### config.mk
export PLATFORM = sky130hd
export DESIGN_NAME = ethernet_rx_header_filter_flat
export DESIGN_NICKNAME = d
export VERILOG_FILES = /design/src/erhf_pkg.sv /design/src/erhf_ifs.sv /design/src/ethernet_rx_header_filter.sv /design/src/erhf_parser.sv /design/src/flat_wrapper.sv
export SDC_FILE = /design/constraint.sdc
export NUM_CORES = 1
export LEC_CHECK = 0
export ABC_CLOCK_PERIOD_IN_PS = 2820
export BUFFER_PORTS_ARGS = -buffer_cell sky130_fd_sc_hd__clkbuf_2
export CAP_MARGIN = 10
export CORE_MARGIN = 2
export CORE_UTILIZATION = 51
export CTS_CLUSTER_DIAMETER = 150
export DETAILED_ROUTE_END_ITERATION = 8
export PLACE_DENSITY = 0.76
export SLEW_MARGIN = 20
export SYNTH_ARGS = -nofsm -noshare
export SYNTH_HDL_FRONTEND = slang
export SYNTH_SLANG_ARGS = --single-unit
### constraint.sdc
create_clock -name clk_i -period 2.82 [get_ports clk_i]
set_input_delay 0.141 -clock clk_i [delete_from_list [all_inputs] [get_ports clk_i]]
set_output_delay 0.141 -clock clk_i [all_outputs]
set_load 0.02 [all_outputs]
### src/erhf_pkg.sv
package erhf_pkg;

  localparam int unsigned MaxTagsDefault = 4;
  localparam int unsigned MacWidth       = 48;

  // Result kinds.
  localparam logic [1:0] KIND_PAYLOAD = 2'd0;
  localparam logic [1:0] KIND_DROP    = 2'd1;
  localparam logic [1:0] KIND_EMPTY   = 2'd2;

  // Drop reasons.
  localparam logic [1:0] WHY_SHORT   = 2'd0;
  localparam logic [1:0] WHY_ADDRESS = 2'd1;
  localparam logic [1:0] WHY_TYPE    = 2'd2;
  localparam logic [1:0] WHY_TAGS    = 2'd3;

  // Protocols.
  localparam logic PROTO_IPV4 = 1'b0;
  localparam logic PROTO_IPV6 = 1'b1;

  // EtherType values.
  localparam logic [15:0] ETYPE_CTAG = 16'h8100;
  localparam logic [15:0] ETYPE_STAG = 16'h88A8;
  localparam logic [15:0] ETYPE_IPV4 = 16'h0800;
  localparam logic [15:0] ETYPE_IPV6 = 16'h86DD;

  localparam logic [7:0] BCAST_BYTE = 8'hFF;

  typedef struct packed {
    logic [1:0] kind;
    logic [1:0] drop_reason;
    logic       protocol;
    logic [7:0] payload_byte;
    logic       last;
  } res_t;

endpackage

### src/erhf_ifs.sv
interface erhf_in_if;
  logic       valid;
  logic       ready;
  logic [7:0] data_byte;
  logic       frame_end;

  modport source (output valid, output data_byte, output frame_end, input ready);
  modport sink (input valid, input data_byte, input frame_end, output ready);
endinterface

interface erhf_res_if;
  logic       valid;
  logic       ready;
  logic [1:0] kind;
  logic [1:0] drop_reason;
  logic       protocol;
  logic [7:0] payload_byte;
  logic       last;

  modport source (output valid, output kind, output drop_reason, output protocol,
                  output payload_byte, output last, input ready);
  modport sink (input valid, input kind, input drop_reason, input protocol,
                input payload_byte, input last, output ready);
endinterface

interface erhf_cfg_if;
  logic        valid;
  logic        ready;
  logic [47:0] station_mac;

  modport source (output valid, output station_mac, input ready);
  modport sink (input valid, input station_mac, output ready);
endinterface

### src/ethernet_rx_header_filter.sv
// Ethernet receive header filter with VLAN tag stripping.
// Throughput: one byte per cycle; a new byte is taken whenever the result
// register is empty or is being emptied in the same cycle.
// Latency: a result is valid in the cycle after its byte's transaction.
// Reset (rst_ni low, asynchronous) clears the station address to zero,
// returns the parser to the start of a header and empties the result register.
module ethernet_rx_header_filter #(
  parameter int unsigned MAX_TAGS = erhf_pkg::MaxTagsDefault
) (
  input  logic              clk_i,
  input  logic              rst_ni,
  erhf_cfg_if.sink          cfg_i,
  erhf_in_if.sink           rx_i,
  erhf_res_if.source        res_o
);
  import erhf_pkg::*;

  logic [MacWidth-1:0] station_mac_q;
  logic                accept;
  logic                pres_valid;
  res_t                pres;
  logic                res_valid_q;
  res_t                res_q;

  assign cfg_i.ready = 1'b1;

  always_ff @(posedge clk_i or negedge rst_ni) begin
    if (!rst_ni) begin
      station_mac_q <= '0;
    end else if (cfg_i.valid) begin
      station_mac_q <= cfg_i.station_mac;
    end
  end

  assign rx_i.ready = !res_valid_q || res_o.ready;
  assign accept     = rx_i.valid && rx_i.ready;

  erhf_parser #(
    .MAX_TAGS (MAX_TAGS)
  ) u_parser (
    .clk_i         (clk_i),
    .rst_ni        (rst_ni),
    .accept_i      (accept),
    .data_byte_i   (rx_i.data_byte),
    .frame_end_i   (rx_i.frame_end),
    .station_mac_i (station_mac_q),
    .res_valid_o   (pres_valid),
    .res_o         (pres)
  );

  always_ff @(posedge clk_i or negedge rst_ni) begin
    if (!rst_ni) begin
      res_valid_q <= 1'b0;
    end else if (rx_i.ready) begin
      res_valid_q <= accept && pres_valid;
    end
  end

  always_ff @(posedge clk_i) begin
    if (accept && pres_valid) begin
      res_q <= pres;
    end
  end

  assign res_o.valid        = res_valid_q;
  assign res_o.kind         = res_q.kind;
  assign res_o.drop_reason  = res_q.drop_reason;
  assign res_o.protocol     = res_q.protocol;
  assign res_o.payload_byte = res_q.payload_byte;
  assign res_o.last         = res_q.last;

`ifndef NO_ASSERTIONS
  a_drop_is_last: assert property (@(posedge clk_i) disable iff (!rst_ni)
    res_valid_q && (res_q.kind == KIND_DROP || res_q.kind == KIND_EMPTY) |-> res_q.last)
    else $error("drop or empty result without last");
  a_no_bad_kind: assert property (@(posedge clk_i) disable iff (!rst_ni)
    res_valid_q |-> res_q.kind != 2'd3)
    else $error("undefined result kind");
  a_stall_blocks_input: assert property (@(posedge clk_i) disable iff (!rst_ni)
    res_valid_q && !res_o.ready |-> !rx_i.ready)
    else $error("input taken while a result is stalled");
  a_result_follows: assert property (@(posedge clk_i) disable iff (!rst_ni)
    accept && pres_valid |=> res_valid_q)
    else $error("result lost after its transaction");
`endif

endmodule

### src/erhf_parser.sv
module erhf_parser #(
  parameter int unsigned MAX_TAGS = erhf_pkg::MaxTagsDefault
) (
  input  logic                          clk_i,
  input  logic                          rst_ni,
  input  logic                          accept_i,
  input  logic [7:0]                    data_byte_i,
  input  logic                          frame_end_i,
  input  logic [erhf_pkg::MacWidth-1:0] station_mac_i,
  output logic                          res_valid_o,
  output erhf_pkg::res_t                res_o
);
  import erhf_pkg::*;

  localparam int unsigned TagW = $clog2(MAX_TAGS + 1);

  localparam logic [2:0] PH_HEADER  = 3'd0;
  localparam logic [2:0] PH_TAG     = 3'd1;
  localparam logic [2:0] PH_IPV4    = 3'd2;
  localparam logic [2:0] PH_IPV6    = 3'd3;
  localparam logic [2:0] PH_DISCARD = 3'd4;

  logic [2:0]      phase_q, phase_d;
  logic [3:0]      pos_q, pos_d;
  logic            own_q, own_d;
  logic            bcast_q, bcast_d;
  logic [15:0]     type_q, type_d;
  logic [TagW-1:0] tags_q, tags_d;

  logic [7:0]  mine_byte;
  logic [15:0] type_shifted;
  logic [15:0] type_new;
  logic        own_new, bcast_new;
  logic        decide;
  logic        do_drop;
  logic [1:0]  drop_why;
  logic        do_restart;

  always_comb begin
    case (pos_q[2:0])
      3'd0:    mine_byte = station_mac_i[47:40];
      3'd1:    mine_byte = station_mac_i[39:32];
      3'd2:    mine_byte = station_mac_i[31:24];
      3'd3:    mine_byte = station_mac_i[23:16];
      3'd4:    mine_byte = station_mac_i[15:8];
      default: mine_byte = station_mac_i[7:0];
    endcase
  end

  assign type_shifted = {type_q[7:0], data_byte_i};

  always_comb begin
    phase_d     = phase_q;
    pos_d       = pos_q;
    own_d       = own_q;
    bcast_d     = bcast_q;
    type_d      = type_q;
    tags_d      = tags_q;
    res_valid_o = 1'b0;
    res_o       = '0;
    own_new     = own_q;
    bcast_new   = bcast_q;
    type_new    = type_q;
    decide      = 1'b0;
    do_drop     = 1'b0;
    drop_why    = WHY_SHORT;
    do_restart  = 1'b0;

    case (phase_q)
      PH_HEADER: begin
        if (pos_q < 4'd6) begin
          own_new   = own_q & (data_byte_i == mine_byte);
          bcast_new = bcast_q & (data_byte_i == BCAST_BYTE);
        end
        if (pos_q >= 4'd12) begin
          type_new = type_shifted;
        end
        if (pos_q < 4'd13) begin
          if (frame_end_i) begin
            do_drop  = 1'b1;
            drop_why = WHY_SHORT;
          end else begin
            pos_d   = pos_q + 4'd1;
            own_d   = own_new;
            bcast_d = bcast_new;
            type_d  = type_new;
          end
        end else if (!own_new && !bcast_new) begin
          do_drop  = 1'b1;
          drop_why = WHY_ADDRESS;
        end else begin
          decide = 1'b1;
        end
      end
      PH_TAG: begin
        if (pos_q >= 4'd2) begin
          type_new = type_shifted;
        end
        if (pos_q < 4'd3) begin
          if (frame_end_i) begin
            do_drop  = 1'b1;
            drop_why = WHY_SHORT;
          end else begin
            pos_d  = pos_q + 4'd1;
            type_d = type_new;
          end
        end else begin
          decide = 1'b1;
        end
      end
      PH_IPV4, PH_IPV6: begin
        res_valid_o        = 1'b1;
        res_o.kind         = KIND_PAYLOAD;
        res_o.protocol     = (phase_q == PH_IPV6) ? PROTO_IPV6 : PROTO_IPV4;
        res_o.payload_byte = data_byte_i;
        res_o.last         = frame_end_i;
        do_restart         = frame_end_i;
      end
      default: begin
        do_restart = frame_end_i;
      end
    endcase

    if (decide) begin
      if (type_new == ETYPE_CTAG || type_new == ETYPE_STAG) begin
        if (frame_end_i) begin
          do_drop  = 1'b1;
          drop_why = WHY_SHORT;
        end else if (tags_q >= TagW'(MAX_TAGS)) begin
          do_drop  = 1'b1;
          drop_why = WHY_TAGS;
        end else begin
          tags_d  = tags_q + TagW'(1);
          phase_d = PH_TAG;
          pos_d   = 4'd0;
          type_d  = '0;
        end
      end else if (type_new == ETYPE_IPV4 || type_new == ETYPE_IPV6) begin
        if (frame_end_i) begin
          res_valid_o    = 1'b1;
          res_o.kind     = KIND_EMPTY;
          res_o.protocol = (type_new == ETYPE_IPV6) ? PROTO_IPV6 : PROTO_IPV4;
          res_o.last     = 1'b1;
          do_restart     = 1'b1;
        end else begin
          phase_d = (type_new == ETYPE_IPV6) ? PH_IPV6 : PH_IPV4;
          pos_d   = 4'd0;
          type_d  = type_new;
        end
      end else begin
        do_drop  = 1'b1;
        drop_why = WHY_TYPE;
      end
    end

    if (do_drop) begin
      res_valid_o       = 1'b1;
      res_o.kind        = KIND_DROP;
      res_o.drop_reason = drop_why;
      res_o.last        = 1'b1;
      do_restart        = 1'b1;
    end

    if (do_restart) begin
      phase_d = PH_HEADER;
      pos_d   = 4'd0;
      own_d   = 1'b1;
      bcast_d = 1'b1;
      type_d  = '0;
      tags_d  = '0;
    end

    // An early drop swallows the rest of the frame.
    if (do_drop && !frame_end_i) begin
      phase_d = PH_DISCARD;
    end
  end

  always_ff @(posedge clk_i or negedge rst_ni) begin
    if (!rst_ni) begin
      phase_q <= PH_HEADER;
      pos_q   <= 4'd0;
      own_q   <= 1'b1;
      bcast_q <= 1'b1;
      type_q  <= '0;
      tags_q  <= '0;
    end else if (accept_i) begin
      phase_q <= phase_d;
      pos_q   <= pos_d;
      own_q   <= own_d;
      bcast_q <= bcast_d;
      type_q  <= type_d;
      tags_q  <= tags_d;
    end
  end

`ifndef NO_ASSERTIONS
  a_tags_bounded: assert property (@(posedge clk_i) disable iff (!rst_ni)
    tags_q <= TagW'(MAX_TAGS))
    else $error("tag count exceeds its bound");
  a_end_restarts: assert property (@(posedge clk_i) disable iff (!rst_ni)
    accept_i && frame_end_i |=> phase_q == PH_HEADER && pos_q == 4'd0 && tags_q == '0)
    else $error("frame end did not return the parser to the header");
  a_header_pos: assert property (@(posedge clk_i) disable iff (!rst_ni)
    phase_q == PH_TAG |-> pos_q <= 4'd3)
    else $error("tag byte position out of range");
`endif

endmodule

### src/flat_wrapper.sv
// flat-port wrapper written by rule: the top's interface ports become plain ports
module ethernet_rx_header_filter_flat import erhf_pkg::*;
#(
  parameter int unsigned MAX_TAGS = erhf_pkg::MaxTagsDefault
)
  (clk_i, rst_ni, cfg_i_valid, cfg_i_station_mac, cfg_i_ready, rx_i_valid, rx_i_data_byte, rx_i_frame_end, rx_i_ready, res_o_valid, res_o_kind, res_o_drop_reason, res_o_protocol, res_o_payload_byte, res_o_last, res_o_ready);
  erhf_cfg_if cfg_i_i ();
  erhf_in_if rx_i_i ();
  erhf_res_if res_o_i ();
  input  logic clk_i;
  input  logic rst_ni;
  input wire logic [$bits(cfg_i_i.valid)-1:0] cfg_i_valid;
  input wire logic [$bits(cfg_i_i.station_mac)-1:0] cfg_i_station_mac;
  output wire logic [$bits(cfg_i_i.ready)-1:0] cfg_i_ready;
  input wire logic [$bits(rx_i_i.valid)-1:0] rx_i_valid;
  input wire logic [$bits(rx_i_i.data_byte)-1:0] rx_i_data_byte;
  input wire logic [$bits(rx_i_i.frame_end)-1:0] rx_i_frame_end;
  output wire logic [$bits(rx_i_i.ready)-1:0] rx_i_ready;
  output wire logic [$bits(res_o_i.valid)-1:0] res_o_valid;
  output wire logic [$bits(res_o_i.kind)-1:0] res_o_kind;
  output wire logic [$bits(res_o_i.drop_reason)-1:0] res_o_drop_reason;
  output wire logic [$bits(res_o_i.protocol)-1:0] res_o_protocol;
  output wire logic [$bits(res_o_i.payload_byte)-1:0] res_o_payload_byte;
  output wire logic [$bits(res_o_i.last)-1:0] res_o_last;
  input wire logic [$bits(res_o_i.ready)-1:0] res_o_ready;
  assign cfg_i_i.valid = cfg_i_valid;
  assign cfg_i_i.station_mac = cfg_i_station_mac;
  assign cfg_i_ready = cfg_i_i.ready;
  assign rx_i_i.valid = rx_i_valid;
  assign rx_i_i.data_byte = rx_i_data_byte;
  assign rx_i_i.frame_end = rx_i_frame_end;
  assign rx_i_ready = rx_i_i.ready;
  assign res_o_valid = res_o_i.valid;
  assign res_o_kind = res_o_i.kind;
  assign res_o_drop_reason = res_o_i.drop_reason;
  assign res_o_protocol = res_o_i.protocol;
  assign res_o_payload_byte = res_o_i.payload_byte;
  assign res_o_last = res_o_i.last;
  assign res_o_i.ready = res_o_ready;
  ethernet_rx_header_filter #(.MAX_TAGS(MAX_TAGS)) u_core (.clk_i(clk_i), .rst_ni(rst_ni), .cfg_i(cfg_i_i), .rx_i(rx_i_i), .res_o(res_o_i));
endmodule
==> reports/metrics.yaml, run 1 <==
drt:
  avgViaCountPerCell: 5.91
  ant_nets: 0
  drtIter0Drc: 281
  wl_mm: 12.8
  vias: 4252
  dr.pass1.iters: 6
  avgRoutedWirePerCell_um: 17.8
  drc_errors: 0
logic_synthesis:
  synthesis.area_mm2: 0.00494
  synth_most_common_cell: "dfrtp_1"
  synth-xor-area-share_pct: 0
  synthAdderAreaFrac_pct: 2.02
  syn_inst: 466
  async_flop_share_pct: 84.6
  synth_area_leaders: "dfrtp_1, mux2_2, edfxtp_1"
  yosysTopAreaCell: "dfrtp_1"
  synth_compound_gate_area_share_pct: 17.7
  yosysUniqueCellTypes: 73
  yosysTopAreaCellShare_pct: 38.0
  yosys.area_share.simple_pct: 15.1
  synth_ff_type: "dfrtp_1"
  synth-edff-count: 14
  ys_seq_elements: 91
  ys_seq_area_share_pct: 47.5
  avgSynthCellArea_um2: 10.6
  yosys_warnings: 0
  syn_nets: 536
  synth_commonest_cells: "dfrtp_1, mux2_2, nand2_1, nor2_1, clkbuf_1"
  synth_top_family_by_area: "compound AO/OA/AOI/OAI gates"
  synthMuxAreaShare_pct: 13.4
placed_design:
  placed_area_mm2: 0.00565
  portBuffers: 77
  dp_cells: 678
  hpwl_mm: 9.27
  place_ws_ps: 26.1
  gp_congestion: 0.978
finish:
  drive_gt1_share_pct: 35.0
  areaGrowthSynthToFinish_pct: 24.4
  fill_cells: 716
  final_area_mm2: 0.00615
  utilization_pct: 65.9
  multiInputGateArea_mm2: 0.00245
  antenna-diode-count: 0
  final_cells: 720
  regArea_mm2: 0.00235
  nNetsFinal: 656
floorplanning:
  io_pins: 79
  start_util_pct: 53.0
  die_area_mm2: 0.0105
  fp.dieH_um: 102
  row_count: 35
  dieWidth_um: 102
  core_area_mm2: 0.00933
clock_network:
  h-tree-depth: 3
  cts_max_path_buffers: 2
  numCtsBuffers: 9
  clock_latency_ps: 360
  root_buffer: "clkbuf_8"
  cts_tree: "done"
  path_clk_slew_ps: 90
  cts.sinks: 91
global_route:
  grt_use_total_pct: 25.2
  grt-ovfl-total: 0
  antenna_found_initial: 0
  grt_pass1_vias: 4193
  grt_max_degree: 78
  grt_pass1_wl_mm: 20.4
sta:
  finalHoldViolCount: 0
  worst_pin_slew_ps: 952
  fin_crit_sh_pct: 97.1
  max_freq_ghz: 0.365
  slew_headroom_pct: 36.5
  rsz0062_at_grt: "yes"
  setup-violations-final: 0
  clock_skew_ps: 5.80
  worst_slack_ps: 83.1
  fin_crit_ps: 2740
  maxSlewViolCount: 0
pwr:
  p_total_mw: 3.39
  p_comb_share_pct: 29.1
  netSwitchingPower_mw: 1.09
  cellPowerDensity_mw_per_mm2: 551
  peakVddDrop_v: 0.000324
  power.share.sequential_pct: 44.9
  p_int_mw: 2.30
  swShare_pct: 32.3
  clkPwrFrac_pct: 26.0
  leakagePower_nw: 2.67
run_status:
  status: "finished clean"
critical_path:
  cpMostUsedCell: "buf_4"
  r2r_cells: 8
  crit_required_ps: 2930
  path_cells: "buf_4, o221ai_4, mux2_2, or4b_4, a31o_1, nor3_4, buf_4, nor2_1"
  slowest_delay_ps: 550
  critical_path.startpoint_type: "flip-flop"
  crit_buf_inv: 2
  r2r_slack_ps: 80
  cp-end-kind: "flip-flop"
  reg2reg_from: "u_core.u_parser.pos_q[3]"
  crit_arrival_ps: 2850
  crit_family: "simple AND/OR/NAND/NOR gates"
  cpMaxStageDelayCell: "or4b_4"
  crit_type: "flip-flop to flip-flop"
  path_max_fanout: 10
  regToRegEndpoint: "u_core.res_o.last"
flow_run:
  maxCapViolCount: 0
worst_hold_path:
  holdPathEnd: "u_core.station_mac_q[39]"
  min_from: "cfg_i_station_mac[39]"
  hp-class: "input pin to flip-flop"
  hold-path-cell-count: 2
logic make-up after synthesis:
kind of cell / Yosys count
AND/OR/NAND/NOR: 137
other: 1
AO/OA/AOI/OAI: 118
adder cells (fa/ha/maj): 8
multiplexers: 60
flip-flops: 91
buffers and inverters: 51
how the worst max path moves through the flow:
stage                                   from                     endpoint  cells after the start
global route        u_core.u_parser.pos_q[1]            u_core.res_o.last                      8
CTS                 u_core.u_parser.pos_q[1]        u_core.u_parser.own_q                     10
floorplan           u_core.u_parser.pos_q[1]  u_core.res_o.drop_reason[0]                      7
finish              u_core.u_parser.pos_q[3]            u_core.res_o.last                      8
detailed placement  u_core.u_parser.pos_q[1]        u_core.u_parser.own_q                     10
global placement    u_core.u_parser.pos_q[1]        u_core.u_parser.own_q                     10
metrics by stage:
step / setup TNS (ps) / hold WS (ps)
after floorplan: 0 / -155
after global placement: 0 / 341
after detailed placement: 0 / 353
after CTS: 0 / 0.789
after global routing: -14.5 / -2.54
final: 0 / 12.8
what timing repair did:
item / in CTS / in global routing
pin swaps: 0 / 5
endpoints found under the hold margin: 89 / 9
endpoints found under the setup margin: 1 / 17
hold buffers: 15 / 9
buffers inserted: 0 / 2
resized for setup: 1 / 10
power groups by stage:
stage                     registers, mW  clock network, mW  logic, mW
after global routing               1.54              0.964       1.07
after global placement             1.54                  0      0.866
final                              1.52              0.881      0.986
after floorplan                    1.55                  0      0.568
after detailed placement           1.54                  0      0.890
after CTS                          1.52              0.897      0.918
state kept, by name, indices dropped and copies added, names as in the netlist, 2 cells and up:
signal                     count
u_core.u_parser.pos_q          4
u_core.u_parser.tags_q         3
u_core.res_o.kind              2
u_core.u_parser.phase_q        3
u_core.u_parser.type_q        16
u_core.station_mac_q          48
u_core.res_o.payload_byte      8
u_core.res_o.drop_reason       2
layer usage:
metal | vias up | part of all wire (%) | track usage, %
li1 | 1976 | - | -
met1 | 2016 | 41 | 33.1
met2 | 219 | 48 | 41.4
met3 | 41 | 7.1 | 4.79
met4 | 0 | 3.3 | 9.85
met5 | - | 0 | 0
worst reg2reg max path, cell delays in order (launching register included):
cell	delay, ps
dfrtp_1	390
buf_4	170
o221ai_4	270
mux2_2	390
or4b_4	550
a31o_1	300
nor3_4	240
buf_4	150
nor2_1	40
placed cells by master, fill, tap and decap left out, types with 3 or more instances in the layout:
cell type,instances
o21ai_0,20
nand4b_1,3
o2bb2ai_1,3
buf_4,38
a21oi_1,21
ha_1,7
a22o_1,12
nand2_1,28
edfxtp_1,14
clkbuf_8,10
and4b_1,4
clkbuf_2,76
mux2i_1,12
mux2_2,48
inv_1,22
nor3_1,13
a222oi_1,4
nand2b_1,3
dlygate4sd3_1,24
dfrtp_1,75
a31o_2,4
nor2_1,27
nand3_1,7
nor4_1,5
nand4_1,5
o211ai_1,4
a31oi_1,3
a21o_1,3
or3_1,3
a22oi_1,9
or2_2,5
nand3b_1,4
and2_1,12
final cells by class:
type,count,share of cell area (%)
well taps,129,2.62
inverters,22,1.34
multi-input cells,324,39.9
clock buffers,12,2.71
flip-flops and latches,91,38.2
clock inverters,4,0.529
repair buffers,138,14.7
Note: power is estimated with default switching activity, not from simulation.
==> inputs of run 2 (changes only) <==
Settings changed: ABC_AREA from default to 1, CORE_UTILIZATION 51 to 53, PLACE_DENSITY 0.76 to 0.77.
==> run 2 against run 1 <==
The run now ends with setup timing left. Global-route usage rose by 6.9 points. Sequential cell count did not move. Clock power rose by 45%. Power rose by 130%. Largest cell class unchanged.
==> reports/metrics.yaml, run 2 <==
finish:
  final_area_mm2: 0.00835
  drive_gt1_share_pct: 36.8
  top_register: "u_core.station_mac_q"
  antenna-diode-count: 0
  utilization_pct: 76.0
  layout_common_cells: "nand2_1, buf_4, nand3_1"
  largest_reg_flops: 48
  areaGrowthSynthToFinish_pct: 38.2
  fill_cells: 748
  final_common_cell: "nand2_1"
  nNetsFinal: 1078
logic_synthesis:
  synth_area_leaders: "dfrtp_1, nand2_1, nand3_1"
  ys_seq_area_share_pct: 38.9
  yosysUniqueCellTypes: 42
  ys_seq_elements: 91
  synth_most_common_cell: "nand2_1"
  syn_nets: 900
  synth-edff-count: 14
  async_flop_share_pct: 84.6
  yosysTopAreaCellShare_pct: 31.1
  yosysTopAreaCell: "dfrtp_1"
  synth_commonest_cells: "nand2_1, nand3_1, dfrtp_1"
  avgSynthCellArea_um2: 7.28
  synth_ff_type: "dfrtp_1"
  syn_inst: 830
  synthesis.area_mm2: 0.00604
  yosys_warnings: 0
pwr:
  power.share.sequential_pct: 23.4
  leakagePower_nw: 4.15
  p_int_mw: 4.22
  netSwitchingPower_mw: 3.58
  p_total_mw: 7.80
  swShare_pct: 46.0
  peakVddDrop_v: 0.000579
  cellPowerDensity_mw_per_mm2: 934
  clkPwrFrac_pct: 16.4
  p_comb_share_pct: 60.1
critical_path:
  crit_cells: 21
  crit_family: "simple AND/OR/NAND/NOR gates"
  crit_required_ps: 3110
  crit_type: "flip-flop to flip-flop"
  cpMaxStageDelayCell: "dfrtp_2"
  path_max_fanout: 6
  crit_arrival_ps: 3300
  critical_path.startpoint_type: "flip-flop"
  crit_buf_inv: 3
  cpMostUsedCell: "nand2_1"
  path_cells: "ha_4, ha_4, nor2_4, nand4_1, nand3_1, nand2_1, nand2_1, nand2_1, nor2_1, nand2_1, nand2_1, nand2_2, nand3_2, nand2_2, inv_2, buf_12, nand3_4, nor2_4, clkbuf_16, nand3_2, nand2_1"
  r2r_cells: 21
  slowest_delay_ps: 460
  cp-end-kind: "flip-flop"
flow_run:
  maxCapViolCount: 0
sta:
  setup-violations-final: 41
  worst_pin_slew_ps: 784
  max_freq_ghz: 0.332
  worst_slack_ps: -188
  setup_tns_ps: -4960
  rsz0062_at_grt: "yes"
  finalHoldViolCount: 0
  fin_crit_ps: 3010
  fin_crit_sh_pct: 107
  maxSlewViolCount: 0
  clock_skew_ps: 9.27
  slew_headroom_pct: 47.2
drt:
  wl_mm: 21.1
  drc_errors: 0
  avgViaCountPerCell: 6.01
  ant_nets: 0
  dr.pass1.iters: 6
  vias: 6925
  avgRoutedWirePerCell_um: 18.3
  drtIter0Drc: 1017
floorplanning:
  start_util_pct: 55.0
  row_count: 38
  core_area_mm2: 0.0110
  io_pins: 79
  die_area_mm2: 0.0123
  fp.dieH_um: 111
  dieWidth_um: 111
placed_design:
  portBuffers: 77
  hpwl_mm: 13.3
  gp_congestion: 0.968
  place_ws_ps: -140
  placed_area_mm2: 0.00722
global_route:
  grt_max_degree: 78
  grt_pass1_wl_mm: 31.5
  antenna_found_initial: 0
  gr-usage-met2_pct: 50.2
  grtUsageMet3_pct: 6.56
  met1_usage_pct: 42.8
  top_usage_layer: "met2"
  grt_pass1_vias: 6230
  grt-ovfl-total: 0
  grt_use_total_pct: 32.1
clock_network:
  path_clk_slew_ps: 70
  h-tree-depth: 3
  numCtsBuffers: 9
  cts_max_path_buffers: 2
  cts.sinks: 91
  root_buffer: "clkbuf_16"
  clock_latency_ps: 360
  cts_tree: "done"
run_status:
  violations: "setup timing"
  status: "finished with violations"
worst_hold_path:
  hold-path-cell-count: 3
  hp-class: "input pin to flip-flop"
## run 2: worst paths after layout
path | slack, ps | startpoint | end
max | -190 | u_core.u_parser.pos_q[1] | u_core.u_parser.type_q[13]
min | 7 | cfg_i_station_mac[15] | u_core.station_mac_q[15]
max reg2reg | -190 | u_core.u_parser.pos_q[1] | u_core.u_parser.type_q[13]
min reg2reg | 490 | u_core.u_parser.type_q[15] | u_core.u_parser.type_q[15]
max in group asynchronous | 1900 | rst_ni | u_core.u_parser.pos_q[1]
min in group asynchronous | 380 | rst_ni | u_core.station_mac_q[31]
## run 2: timing repair
action | in CTS | in global routing
gates resized for setup | 33 | 116
setup endpoints to repair | 45 | 46
endpoints found under the hold margin | 23 | 0
hold buffers | 3 | 0
setup buffers | 12 | 14
cloned | 2 | 1
pin swaps | 14 | 31
## run 2: kinds of logic (layout without fill, tap and decap cells)
group / Yosys count / count (layout) / synth area share [%]
AND/OR/NAND/NOR: 472 / 473 / 34.3
AO/OA/AOI/OAI: 104 / 104 / 9.78
multiplexers: 41 / 41 / 7.64
flip-flops: 91 / 91 / 38.9
buffers and inverters: 112 / 294 / 7.48
adder cells (fa/ha/maj): 8 / 8 / 1.66
other: 1 / 1 / 0.0621
XOR/XNOR: 1 / 1 / 0.145
## run 2: worst register-to-register path, cell delays in order, from the launching register on
cell       delay (ps)
dfrtp_2           460
ha_4              200
ha_4              190
nor2_4            150
nand4_1           180
nand3_1           160
nand2_1            80
nand2_1            80
nand2_1            60
nor2_1            130
nand2_1            70
nand2_1            80
nand2_2            90
nand3_2            90
nand2_2            50
inv_2             100
buf_12            110
nand3_4           100
nor2_4            240
clkbuf_16         200
nand3_2            50
nand2_1            70
## run 2: per-stage QoR
| stage | hold slack [ps] | instances |
|---|---|---|
| after detailed placement | 363 | 1105 |
| after global routing | 11.1 | 1153 |
| final | 7.14 | 1153 |
| after global placement | 353 | 1105 |
| after CTS | 8.07 | 1138 |
| after floorplan | -155 | 830 |
## run 2: power groups by stage
stage / Sequential, mW / Combinational, mW / Clock, mW
4_1_cts: 1.79 / 4.00 / 1.28
3_3_place_gp: 1.80 / 3.61 / 0
2_1_floorplan: 1.83 / 2.24 / 0
6_report: 1.83 / 4.69 / 1.28
5_1_grt: 1.85 / 5.03 / 1.35
3_5_place_dp: 1.81 / 3.68 / 0
## run 2: layout make-up
class	count	area, um2	area share, %
Inverter	83	327	3.91
Timing Repair Buffer	195	1480	17.7
Sequential cell	91	2350	28.2
Tap cell	140	175	2.10
Multi-Input combinational cell	628	3700	44.3
Clock inverter	7	83.8	1.00
Clock buffer	9	225	2.70
## run 2: routing by layer
metal  vias up  share of wire [%]
met5         -                  0
met3       117                 10
met4         0                4.9
li1       3114                  -
met1      3206                 39
met2       488                 46
